### src/hw/rtl/pcmrms_pkg.sv
// shared widths and constants for the pcm converter and level meter
`timescale 1ns / 1ps
`default_nettype none

package pcmrms_pkg;

  localparam int RAW_W  = 32;  // i2s word
  localparam int SHIFT  = 14;  // arithmetic shift applied to each word
  localparam int PCM_W  = 16;  // pcm sample
  localparam int MAG_W  = 16;  // |sample|, holds 32768
  localparam int PEAK_W = 15;
  localparam int RMS_W  = 16;
  localparam int LEN_W  = 11;
  localparam int NUM_W  = 32;
  localparam int SQ_W   = 32;  // radicand window of the root unit
  localparam int REM_W  = 18;  // partial remainder of the root unit

  localparam logic [PCM_W-1:0]  PCM_MAX  = 16'h7fff;
  localparam logic [PCM_W-1:0]  PCM_MIN  = 16'h8000;
  localparam logic [PEAK_W-1:0] PEAK_MAX = 15'h7fff;

endpackage

`default_nettype wire

### src/hw/rtl/pcmrms_in_if.sv
// input channel: one i2s word per item
`timescale 1ns / 1ps
`default_nettype none

interface pcmrms_in_if;
  logic                                valid;
  logic                                ready;
  logic signed [pcmrms_pkg::RAW_W-1:0] raw_word;
  logic                                last;

  modport source (output valid, raw_word, last, input ready);
  modport sink   (input valid, raw_word, last, output ready);
endinterface

`default_nettype wire

### src/hw/rtl/pcmrms_out_if.sv
// result channel: pcm sample plus chunk statistics per item
`timescale 1ns / 1ps
`default_nettype none

interface pcmrms_out_if;
  logic                                valid;
  logic                                ready;
  logic signed [pcmrms_pkg::PCM_W-1:0] pcm_sample;
  logic                                chunk_done;
  logic        [pcmrms_pkg::RMS_W-1:0] rms_level;
  logic        [pcmrms_pkg::PEAK_W-1:0] peak_level;
  logic        [pcmrms_pkg::LEN_W-1:0] chunk_length;
  logic        [pcmrms_pkg::NUM_W-1:0] chunk_number;

  modport source (output valid, pcm_sample, chunk_done, rms_level, peak_level,
                  chunk_length, chunk_number, input ready);
  modport sink   (input valid, pcm_sample, chunk_done, rms_level, peak_level,
                  chunk_length, chunk_number, output ready);
endinterface

`default_nettype wire

### src/hw/rtl/pcmrms_divsqrt.sv
// serial divider followed by a restoring bit-by-bit square root
`timescale 1ns / 1ps
`default_nettype none

module pcmrms_divsqrt #(
  parameter int SUM_W = 41,
  parameter int CNT_W = 11
) (
  input  wire logic                          clk,
  input  wire logic                          rst_n,
  input  wire logic                          start,
  input  wire logic [SUM_W-1:0]              dividend,
  input  wire logic [CNT_W-1:0]              divisor,
  output logic                               done,
  output logic [pcmrms_pkg::RMS_W-1:0]       root
);

  localparam int STEP_W = $clog2(SUM_W);
  localparam int SQ_W   = pcmrms_pkg::SQ_W;
  localparam int REM_W  = pcmrms_pkg::REM_W;
  localparam int RT_W   = pcmrms_pkg::RMS_W;
  localparam int ROOT_STEPS = SQ_W / 2;

  typedef enum logic [2:0] {
    DS_IDLE = 3'b001,
    DS_DIV  = 3'b010,
    DS_ROOT = 3'b100
  } ds_state_t;

  ds_state_t          state_r, state_nxt;
  logic [STEP_W-1:0]  step_r, step_nxt;
  logic [SUM_W-1:0]   dvd_r, dvd_nxt;
  logic [CNT_W-1:0]   dvs_r, dvs_nxt;
  logic [CNT_W:0]     drem_r, drem_nxt;
  logic [SQ_W-1:0]    sq_r, sq_nxt;
  logic [REM_W-1:0]   srem_r, srem_nxt;
  logic [RT_W-1:0]    root_r, root_nxt;
  logic               done_r, done_nxt;

  logic [CNT_W:0]       drem_sh;
  logic                 dge;
  logic [SUM_W-1:0]     dvd_shift;
  logic [SUM_W+SQ_W-1:0] q_ext;
  logic [REM_W+1:0]     srem_sh;
  logic [REM_W+1:0]     trial;
  logic [REM_W+1:0]     srem_diff;
  logic                 sge;

  // one quotient bit per cycle
  assign drem_sh   = {drem_r[CNT_W-1:0], dvd_r[SUM_W-1]};
  assign dge       = drem_sh >= {1'b0, dvs_r};
  assign dvd_shift = {dvd_r[SUM_W-2:0], dge};
  assign q_ext     = {{SQ_W{1'b0}}, dvd_shift};

  // one root bit per cycle, two radicand bits in
  assign srem_sh   = {srem_r, sq_r[SQ_W-1:SQ_W-2]};
  assign trial     = {2'b00, root_r, 2'b01};
  assign sge       = srem_sh >= trial;
  assign srem_diff = srem_sh - trial;

  always_comb begin
    state_nxt = state_r;
    step_nxt  = step_r;
    dvd_nxt   = dvd_r;
    dvs_nxt   = dvs_r;
    drem_nxt  = drem_r;
    sq_nxt    = sq_r;
    srem_nxt  = srem_r;
    root_nxt  = root_r;
    done_nxt  = 1'b0;
    unique case (state_r)
      DS_IDLE: begin
        if (start) begin
          dvd_nxt   = dividend;
          dvs_nxt   = divisor;
          drem_nxt  = '0;
          step_nxt  = STEP_W'(SUM_W - 1);
          state_nxt = DS_DIV;
        end
      end
      DS_DIV: begin
        drem_nxt = dge ? (drem_sh - {1'b0, dvs_r}) : drem_sh;
        dvd_nxt  = dvd_shift;
        if (step_r == '0) begin
          // quotient never exceeds 2^30, so the low window holds it all
          sq_nxt    = q_ext[SQ_W-1:0];
          srem_nxt  = '0;
          root_nxt  = '0;
          step_nxt  = STEP_W'(ROOT_STEPS - 1);
          state_nxt = DS_ROOT;
        end else begin
          step_nxt = step_r - 1'b1;
        end
      end
      DS_ROOT: begin
        srem_nxt = sge ? srem_diff[REM_W-1:0] : srem_sh[REM_W-1:0];
        root_nxt = {root_r[RT_W-2:0], sge};
        sq_nxt   = {sq_r[SQ_W-3:0], 2'b00};
        if (step_r == '0) begin
          done_nxt  = 1'b1;
          state_nxt = DS_IDLE;
        end else begin
          step_nxt = step_r - 1'b1;
        end
      end
      default: state_nxt = DS_IDLE;
    endcase
  end

  always_ff @(posedge clk) begin
    if (!rst_n) begin
      state_r <= DS_IDLE;
      done_r  <= 1'b0;
    end else begin
      state_r <= state_nxt;
      done_r  <= done_nxt;
    end
  end

  always_ff @(posedge clk) begin
    step_r <= step_nxt;
    dvd_r  <= dvd_nxt;
    dvs_r  <= dvs_nxt;
    drem_r <= drem_nxt;
    sq_r   <= sq_nxt;
    srem_r <= srem_nxt;
    root_r <= root_nxt;
  end

  assign done = done_r;
  assign root = root_r;

endmodule

`default_nettype wire

### src/hw/rtl/pcm_convert_rms_peak_meter_top.sv
// pcm conversion with chunk rms and peak metering, top level
//
//   channel  dir  handshake    payload
//   in_ch    in   valid/ready  raw_word[31:0] signed, last
//   out_ch   out  valid/ready  pcm_sample, chunk_done, rms_level, peak_level,
//                              chunk_length, chunk_number
//
// one item at a time: each is taken and squared bit-serially, one shift-and-add
// step per significant bit of |sample| (up to 16); a closing item also runs the
// divider (31+clog2(MAX_SAMPLES) quotient bits) and the 16-bit root before emit
// the output register holds a result while the next item is taken and squared
// synchronous active-low reset clears accumulators, chunk counter and valids
`timescale 1ns / 1ps
`default_nettype none

module pcm_convert_rms_peak_meter_top #(
  parameter int MAX_SAMPLES = 1024
) (
  input  wire logic     clk,
  input  wire logic     rst_n,
  pcmrms_in_if.sink     in_ch,
  pcmrms_out_if.source  out_ch
);

  localparam int CNT_W  = $clog2(MAX_SAMPLES + 1);
  localparam int SUM_W  = 31 + $clog2(MAX_SAMPLES);
  localparam int RAW_W  = pcmrms_pkg::RAW_W;
  localparam int SH_W   = pcmrms_pkg::RAW_W - pcmrms_pkg::SHIFT;
  localparam int PCM_W  = pcmrms_pkg::PCM_W;
  localparam int MAG_W  = pcmrms_pkg::MAG_W;
  localparam int PEAK_W = pcmrms_pkg::PEAK_W;
  localparam int RMS_W  = pcmrms_pkg::RMS_W;
  localparam int LEN_W  = pcmrms_pkg::LEN_W;
  localparam int NUM_W  = pcmrms_pkg::NUM_W;

  typedef enum logic [3:0] {
    ST_IDLE = 4'b0001,
    ST_MUL  = 4'b0010,
    ST_DSQ  = 4'b0100,
    ST_EMIT = 4'b1000
  } state_t;

  state_t             state_r, state_nxt;
  logic [SUM_W-1:0]   sum_r, sum_nxt;
  logic [SUM_W-1:0]   mcand_r, mcand_nxt;
  logic [MAG_W-1:0]   mplier_r, mplier_nxt;
  logic [PEAK_W-1:0]  peak_r, peak_nxt;
  logic [CNT_W-1:0]   count_r, count_nxt;
  logic [NUM_W-1:0]   counter_r, counter_nxt;
  logic [PCM_W-1:0]   pcm_r, pcm_nxt;
  logic               close_r, close_nxt;

  logic               out_valid_r, out_valid_nxt;
  logic [PCM_W-1:0]   out_pcm_r, out_pcm_nxt;
  logic               out_done_r, out_done_nxt;
  logic [RMS_W-1:0]   out_rms_r, out_rms_nxt;
  logic [PEAK_W-1:0]  out_peak_r, out_peak_nxt;
  logic [LEN_W-1:0]   out_len_r, out_len_nxt;
  logic [NUM_W-1:0]   out_num_r, out_num_nxt;

  logic [SH_W-1:0]        shifted;
  logic                   in_range;
  logic [PCM_W-1:0]       sample;
  logic [MAG_W-1:0]       mag;
  logic [PEAK_W-1:0]      mag_sat;
  logic [CNT_W-1:0]       cnt_inc;
  logic [CNT_W+LEN_W-1:0] len_ext;
  logic                   dsq_start;
  logic                   dsq_done;
  logic [RMS_W-1:0]       dsq_root;

  // word >>> 14, then clamp to 16 bits
  assign shifted  = in_ch.raw_word[RAW_W-1:pcmrms_pkg::SHIFT];
  assign in_range = (&shifted[SH_W-1:PCM_W-1]) || !(|shifted[SH_W-1:PCM_W-1]);

  always_comb begin
    priority if (in_range) begin
      sample = shifted[PCM_W-1:0];
    end else if (shifted[SH_W-1]) begin
      sample = pcmrms_pkg::PCM_MIN;
    end else begin
      sample = pcmrms_pkg::PCM_MAX;
    end
  end

  assign mag     = sample[PCM_W-1] ? (~sample + 1'b1) : sample;
  assign mag_sat = mag[MAG_W-1] ? pcmrms_pkg::PEAK_MAX : mag[PEAK_W-1:0];
  assign cnt_inc = count_r + 1'b1;
  assign len_ext = {{LEN_W{1'b0}}, count_r};

  assign in_ch.ready = (state_r == ST_IDLE);

  always_comb begin
    state_nxt     = state_r;
    sum_nxt       = sum_r;
    mcand_nxt     = mcand_r;
    mplier_nxt    = mplier_r;
    peak_nxt      = peak_r;
    count_nxt     = count_r;
    counter_nxt   = counter_r;
    pcm_nxt       = pcm_r;
    close_nxt     = close_r;
    out_valid_nxt = out_valid_r;
    out_pcm_nxt   = out_pcm_r;
    out_done_nxt  = out_done_r;
    out_rms_nxt   = out_rms_r;
    out_peak_nxt  = out_peak_r;
    out_len_nxt   = out_len_r;
    out_num_nxt   = out_num_r;
    dsq_start     = 1'b0;

    if (out_valid_r && out_ch.ready) begin
      out_valid_nxt = 1'b0;
    end

    unique case (state_r)
      ST_IDLE: begin
        if (in_ch.valid) begin
          pcm_nxt    = sample;
          mcand_nxt  = SUM_W'(mag);
          mplier_nxt = mag;
          if (mag_sat > peak_r) begin
            peak_nxt = mag_sat;
          end
          count_nxt  = cnt_inc;
          close_nxt  = in_ch.last || (cnt_inc >= CNT_W'(MAX_SAMPLES));
          state_nxt  = ST_MUL;
        end
      end
      ST_MUL: begin
        // shift-and-add square straight into the running sum
        if (mplier_r == '0) begin
          if (close_r) begin
            dsq_start = 1'b1;
            state_nxt = ST_DSQ;
          end else begin
            state_nxt = ST_EMIT;
          end
        end else begin
          if (mplier_r[0]) begin
            sum_nxt = sum_r + mcand_r;
          end
          mcand_nxt  = {mcand_r[SUM_W-2:0], 1'b0};
          mplier_nxt = {1'b0, mplier_r[MAG_W-1:1]};
        end
      end
      ST_DSQ: begin
        if (dsq_done) begin
          state_nxt = ST_EMIT;
        end
      end
      ST_EMIT: begin
        if (!out_valid_r || out_ch.ready) begin
          out_valid_nxt = 1'b1;
          out_pcm_nxt   = pcm_r;
          out_done_nxt  = close_r;
          if (close_r) begin
            out_rms_nxt  = dsq_root;
            out_peak_nxt = peak_r;
            out_len_nxt  = len_ext[LEN_W-1:0];
            out_num_nxt  = counter_r + 1'b1;
            counter_nxt  = counter_r + 1'b1;
            sum_nxt      = '0;
            peak_nxt     = '0;
            count_nxt    = '0;
          end else begin
            out_rms_nxt  = '0;
            out_peak_nxt = '0;
            out_len_nxt  = '0;
            out_num_nxt  = '0;
          end
          state_nxt = ST_IDLE;
        end
      end
      default: state_nxt = ST_IDLE;
    endcase
  end

  always_ff @(posedge clk) begin
    if (!rst_n) begin
      state_r     <= ST_IDLE;
      sum_r       <= '0;
      peak_r      <= '0;
      count_r     <= '0;
      counter_r   <= '0;
      out_valid_r <= 1'b0;
    end else begin
      state_r     <= state_nxt;
      sum_r       <= sum_nxt;
      peak_r      <= peak_nxt;
      count_r     <= count_nxt;
      counter_r   <= counter_nxt;
      out_valid_r <= out_valid_nxt;
    end
  end

  always_ff @(posedge clk) begin
    mcand_r    <= mcand_nxt;
    mplier_r   <= mplier_nxt;
    pcm_r      <= pcm_nxt;
    close_r    <= close_nxt;
    out_pcm_r  <= out_pcm_nxt;
    out_done_r <= out_done_nxt;
    out_rms_r  <= out_rms_nxt;
    out_peak_r <= out_peak_nxt;
    out_len_r  <= out_len_nxt;
    out_num_r  <= out_num_nxt;
  end

  pcmrms_divsqrt #(
    .SUM_W (SUM_W),
    .CNT_W (CNT_W)
  ) u_divsqrt (
    .clk      (clk),
    .rst_n    (rst_n),
    .start    (dsq_start),
    .dividend (sum_r),
    .divisor  (count_r),
    .done     (dsq_done),
    .root     (dsq_root)
  );

  assign out_ch.valid        = out_valid_r;
  assign out_ch.pcm_sample   = out_pcm_r;
  assign out_ch.chunk_done   = out_done_r;
  assign out_ch.rms_level    = out_rms_r;
  assign out_ch.peak_level   = out_peak_r;
  assign out_ch.chunk_length = out_len_r;
  assign out_ch.chunk_number = out_num_r;

endmodule

`default_nettype wire
### src/flat_wrapper.sv
// flat-port wrapper written by rule: the top's interface ports become plain ports
module pcm_convert_rms_peak_meter_top_flat 
#(
  parameter int MAX_SAMPLES = 1024
)
  (clk, rst_n, in_ch_valid, in_ch_raw_word, in_ch_last, in_ch_ready, out_ch_valid, out_ch_pcm_sample, out_ch_chunk_done, out_ch_rms_level, out_ch_peak_level, out_ch_chunk_length, out_ch_chunk_number, out_ch_ready);
  pcmrms_in_if in_ch_i ();
  pcmrms_out_if out_ch_i ();
  input  wire logic clk;
  input  wire logic rst_n;
  input wire logic [$bits(in_ch_i.valid)-1:0] in_ch_valid;
  input wire logic [$bits(in_ch_i.raw_word)-1:0] in_ch_raw_word;
  input wire logic [$bits(in_ch_i.last)-1:0] in_ch_last;
  output wire logic [$bits(in_ch_i.ready)-1:0] in_ch_ready;
  output wire logic [$bits(out_ch_i.valid)-1:0] out_ch_valid;
  output wire logic [$bits(out_ch_i.pcm_sample)-1:0] out_ch_pcm_sample;
  output wire logic [$bits(out_ch_i.chunk_done)-1:0] out_ch_chunk_done;
  output wire logic [$bits(out_ch_i.rms_level)-1:0] out_ch_rms_level;
  output wire logic [$bits(out_ch_i.peak_level)-1:0] out_ch_peak_level;
  output wire logic [$bits(out_ch_i.chunk_length)-1:0] out_ch_chunk_length;
  output wire logic [$bits(out_ch_i.chunk_number)-1:0] out_ch_chunk_number;
  input wire logic [$bits(out_ch_i.ready)-1:0] out_ch_ready;
  assign in_ch_i.valid = in_ch_valid;
  assign in_ch_i.raw_word = in_ch_raw_word;
  assign in_ch_i.last = in_ch_last;
  assign in_ch_ready = in_ch_i.ready;
  assign out_ch_valid = out_ch_i.valid;
  assign out_ch_pcm_sample = out_ch_i.pcm_sample;
  assign out_ch_chunk_done = out_ch_i.chunk_done;
  assign out_ch_rms_level = out_ch_i.rms_level;
  assign out_ch_peak_level = out_ch_i.peak_level;
  assign out_ch_chunk_length = out_ch_i.chunk_length;
  assign out_ch_chunk_number = out_ch_i.chunk_number;
  assign out_ch_i.ready = out_ch_ready;
  pcm_convert_rms_peak_meter_top #(.MAX_SAMPLES(MAX_SAMPLES)) u_core (.clk(clk), .rst_n(rst_n), .in_ch(in_ch_i), .out_ch(out_ch_i));
endmodule
### config.mk
export PLATFORM = sky130hd
export DESIGN_NAME = pcm_convert_rms_peak_meter_top_flat
export DESIGN_NICKNAME = d
export VERILOG_FILES = /design/src/hw/rtl/pcmrms_pkg.sv /design/src/hw/rtl/pcmrms_in_if.sv /design/src/hw/rtl/pcmrms_out_if.sv /design/src/hw/rtl/pcmrms_divsqrt.sv /design/src/hw/rtl/pcm_convert_rms_peak_meter_top.sv /design/src/flat_wrapper.sv
export SDC_FILE = /design/constraint.sdc
export NUM_CORES = 1
export LEC_CHECK = 0
export ABC_AREA = 1
export ABC_CLOCK_PERIOD_IN_PS = 4750
export BUFFER_PORTS_ARGS = -buffer_cell sky130_fd_sc_hd__buf_2
export CORE_ASPECT_RATIO = 1.5
export CORE_MARGIN = 10
export CORE_UTILIZATION = 40
export CTS_CLUSTER_SIZE = 12
export DETAILED_ROUTE_END_ITERATION = 12
export HOLD_SLACK_MARGIN = 0.06
export PLACE_DENSITY = 0.66
export SLEW_MARGIN = 20
export SYNTH_ARGS = -nofsm -noshare
export SYNTH_HDL_FRONTEND = slang
export SYNTH_HIERARCHICAL = 1
export SYNTH_SLANG_ARGS = --single-unit
### constraint.sdc
create_clock -name clk -period 4.75 [get_ports clk]
set_clock_uncertainty 0.05 [all_clocks]
set_input_delay 0.2375 -clock clk [delete_from_list [all_inputs] [get_ports clk]]
set_output_delay 0.2375 -clock clk [all_outputs]
set_load 0.1 [all_outputs]
==> results.toml <==
[run_status]
outcome = "finished, final reports clean"

[cells_and_area]
layout.nets = 2994
fin_area_um2 = 25000
utilization_pct = 45.7
diodes = 0
syn_to_final_growth_pct = 13.2
drive_above_1_share_pct = 9.16

[worst_setup_path]
start_kind = "input pin"
startpoint = "in_ch_raw_word[31]"
crit_fanout = 23
worst_r2r_endpoint = "u_core/u_divsqrt/dvd_r[37]"
cp-end-kind = "register"
crit_type = "in2reg"
cp.required_ns = 5.20
ff2ff_setup_slack_ns = 1.70
arrival_ns = 4.57
r2r_start = "u_core/state_r[3]"
endpoint = "u_core/peak_r[13]"
ff2ff_path_depth = 11

[timing]
finalHoldViolCount = 0
whs_ns = 0.126
fin_crit_ns = 4.11
maxSlewViolCount = 0
finalSetupViolCount = 0
finalCritPeriodShare_pct = 86.5
rsz0062_at_grt = "false"
worst_slew_pin_slew_ns = 0.974
fmax_ghz = 0.243
maxSlewHeadroom_pct = 34.8
fin_tns_setup_ns = 0

[die]
coreArea_um2 = 54800
initial_core_util_pct = 40.3
pin_count = 130
design.die.area_um2 = 65300
num_rows = 105
die_h_um = 308
die_x_um = 212

[clock_tree]
postCtsHoldBufs = 20
cts.repair.resized = 0
postCtsSetupRepairBufs = 0
clk_pin_slew_ns = 0.06
clock_path_buffers = 3
cts-root-buf = "clkbuf_16"
cts_buffers = 45
clk_latency_ns = 0.58
cts_tree = "done"
htree_levels = 2
cts_sinks = 408

[routing]
drt_wl_total_um = 56900
drtIter0Drc = 854
viasPerCell = 4.94
final_antenna_net_count = 0
drc_errors = 0
dr_total_vias = 17800
dr.pass1.iters = 5
detail_route.wl_per_cell_um = 15.8

[pwr]
p_leak_uw = 0.0109
irDropWorstVdd_mv = 0.305
power_density_nw_per_um2 = 399

[job]
maxCapViolCount = 0

[logic_synthesis]
yosys_warnings = 6
syn_area_per_cell_um2 = 8.07
synth_nets = 2865
netlist_area_um2 = 22100
synth-seq-cells = 408
ys_seq_area_share_pct = 50.5
yosys.cell_types.count = 47
syn_inst = 2738

[grt]
grt_pass1_wl_um = 91900
grt_max_degree = 77
groute.usage.overall_pct = 17.5
grt_pass1_vias = 18000
grt_overflow_total = 0
grt_antenna_before_repair = 0

[place]
globalplace.congestion = 0.902
port_buffers = 115
dp_hpwl_um = 41500
placed_area_um2 = 23400

[hold_path]
hp-class = "in2reg"
==> flip-flops by register name (all words and copies together), names as in the netlist, 6 cells and up <==
signal                      flops
u_core/out_ch.peak_level       15
u_core/out_ch.chunk_length     11
u_core/out_ch.pcm_sample       16
u_core/pcm_r                   16
u_core/u_divsqrt/step_r         6
u_core/u_divsqrt/srem_r        18
u_core/u_divsqrt/dvs_r         11
u_core/mcand_r                 41
u_core/count_r                 11
u_core/u_divsqrt/dvd_r         41
u_core/peak_r                  15
u_core/out_ch.chunk_number     32
u_core/u_divsqrt/drem_r        11
u_core/sum_r                   41
u_core/counter_r               32
u_core/mplier_r                16
u_core/u_divsqrt/sq_r          32
u_core/out_ch.rms_level        16
u_core/u_divsqrt/root          16
==> worst min path at each step <==
stage | slack [ns] | to | start | cells past startpoint
global route | 0.11 | u_core/pcm_r[14] | in_ch_raw_word[28] | 3
global placement | 0.36 | u_core/out_ch.pcm_sample[5] | u_core/pcm_r[5] | 0
CTS | 0.07 | u_core/pcm_r[14] | in_ch_raw_word[28] | 3
detailed placement | 0.36 | u_core/out_ch.pcm_sample[1] | u_core/pcm_r[1] | 0
finish | 0.13 | u_core/pcm_r[14] | in_ch_raw_word[28] | 3
floorplan | 0.26 | u_core/u_divsqrt/state_r[0] | rst_n | 1
==> cell families after synthesis <==
logic type,count (synthesis),share of synthesized area [%]
simple gates,1381,25.8
buf+inv,460,8.11
flops,408,50.5
compound gates,351,8.52
fa+ha+maj,90,5.16
xor+xnor,48,1.90
==> critical path: stages <==
cell           delay, ns
dlygate4sd3_1       0.52
buf_2               0.35
inv_2               0.15
o21ai_4             0.27
nand2_1             0.21
inv_1               0.12
ha_1                0.14
inv_1               0.05
a21oi_1             0.11
nand2_1             0.11
inv_1               0.11
a21oi_1             0.08
xnor2_1             0.34
nand2_2             0.11
ha_1                0.32
nand4_1             0.09
nor3_1              0.24
nand4_1             0.12
nand2_1             0.09
nand2_1             0.08
nand2_1             0.42
nand2_1             0.13
a21oi_2             0.15
==> through the flow <==
stage	worst slack, ns	instances	total power (uW)
after floorplan	0.417	2738	6050
after global placement	0.692	3495	6670
after detailed placement	0.616	3495	6700
after CTS	0.678	3598	10100
after global routing	0.118	3598	10600
final	0.639	3598	9990
==> synthesized netlist by cell type (all sizes together) <==
| master | n | share of area [%] |
|---|---|---|
| and2 | 1 | 0.028 |
| a21oi | 187 | 4.3 |
| fa | 2 | 0.18 |
| xor2 | 33 | 1.3 |
| buf | 23 | 0.67 |
| a21boi | 14 | 0.48 |
| o21ai | 118 | 2.7 |
| nand3b | 9 | 0.31 |
| clkbuf | 50 | 0.86 |
| nand2 | 858 | 15 |
| inv | 386 | 6.6 |
| o21a | 3 | 0.10 |
| xnor2 | 15 | 0.59 |
| or2 | 13 | 0.37 |
| clkinv | 1 | 0.017 |
| nand4 | 33 | 0.96 |
| nor4 | 4 | 0.11 |
| a21o | 5 | 0.17 |
| a31oi | 5 | 0.14 |
| nor3 | 23 | 0.61 |
| ha | 88 | 5.0 |
| nor3b | 2 | 0.068 |
| o211ai | 9 | 0.31 |
| nand3 | 131 | 3.1 |
| o21bai | 6 | 0.20 |
| nor2 | 307 | 5.4 |
| a211oi | 4 | 0.14 |
| edfxtp | 300 | 41 |
| dfxtp | 108 | 9.8 |
==> final cells by class <==
class	count	area (um2)
fillers	5475	29800
flip-flops and latches	408	11200
multi-input cells	1870	9180
inverters	387	1450
clock buffers	69	1280
repair buffers	155	951
well taps	695	870
clock inverters	14	120
==> placed cells by master, fill, tap and decap left out, types with 14 or more instances in the layout <==
| cell | n |
|---|---|
| a21boi_0 | 14 |
| a21oi_1 | 186 |
| buf_2 | 115 |
| buf_4 | 18 |
| clkbuf_1 | 19 |
| clkbuf_16 | 46 |
| dfxtp_1 | 108 |
| dlygate4sd3_1 | 20 |
| edfxtp_1 | 300 |
| ha_1 | 88 |
| inv_1 | 376 |
| nand2_1 | 837 |
| nand2_2 | 19 |
| nand3_1 | 125 |
| nand4_1 | 32 |
| nor2_1 | 294 |
| nor3_1 | 19 |
| o21ai_0 | 110 |
| xnor2_1 | 15 |
| xor2_1 | 33 |
==> routing by layer <==
| layer | track usage [%] | up-vias | wire [um] |
|---|---|---|---|
| met5 | 0 | - | 0 |
| met4 | 6.99 | 0 | 1960 |
| met3 | 2.92 | 115 | 2230 |
| met2 | 33.3 | 301 | 30400 |
| met1 | 18.6 | 8239 | 22300 |
| li1 | - | 9108 | - |
==> report_power, final <==
part / switching (uW) / internal, uW / leakage [uW]
Sequential: 243 / 4340 / 0.00374
Combinational: 1480 / 569 / 0.00654
Clock: 1450 / 1910 / 0.000670
No activity file was read; power rests on OpenSTA's default activity.
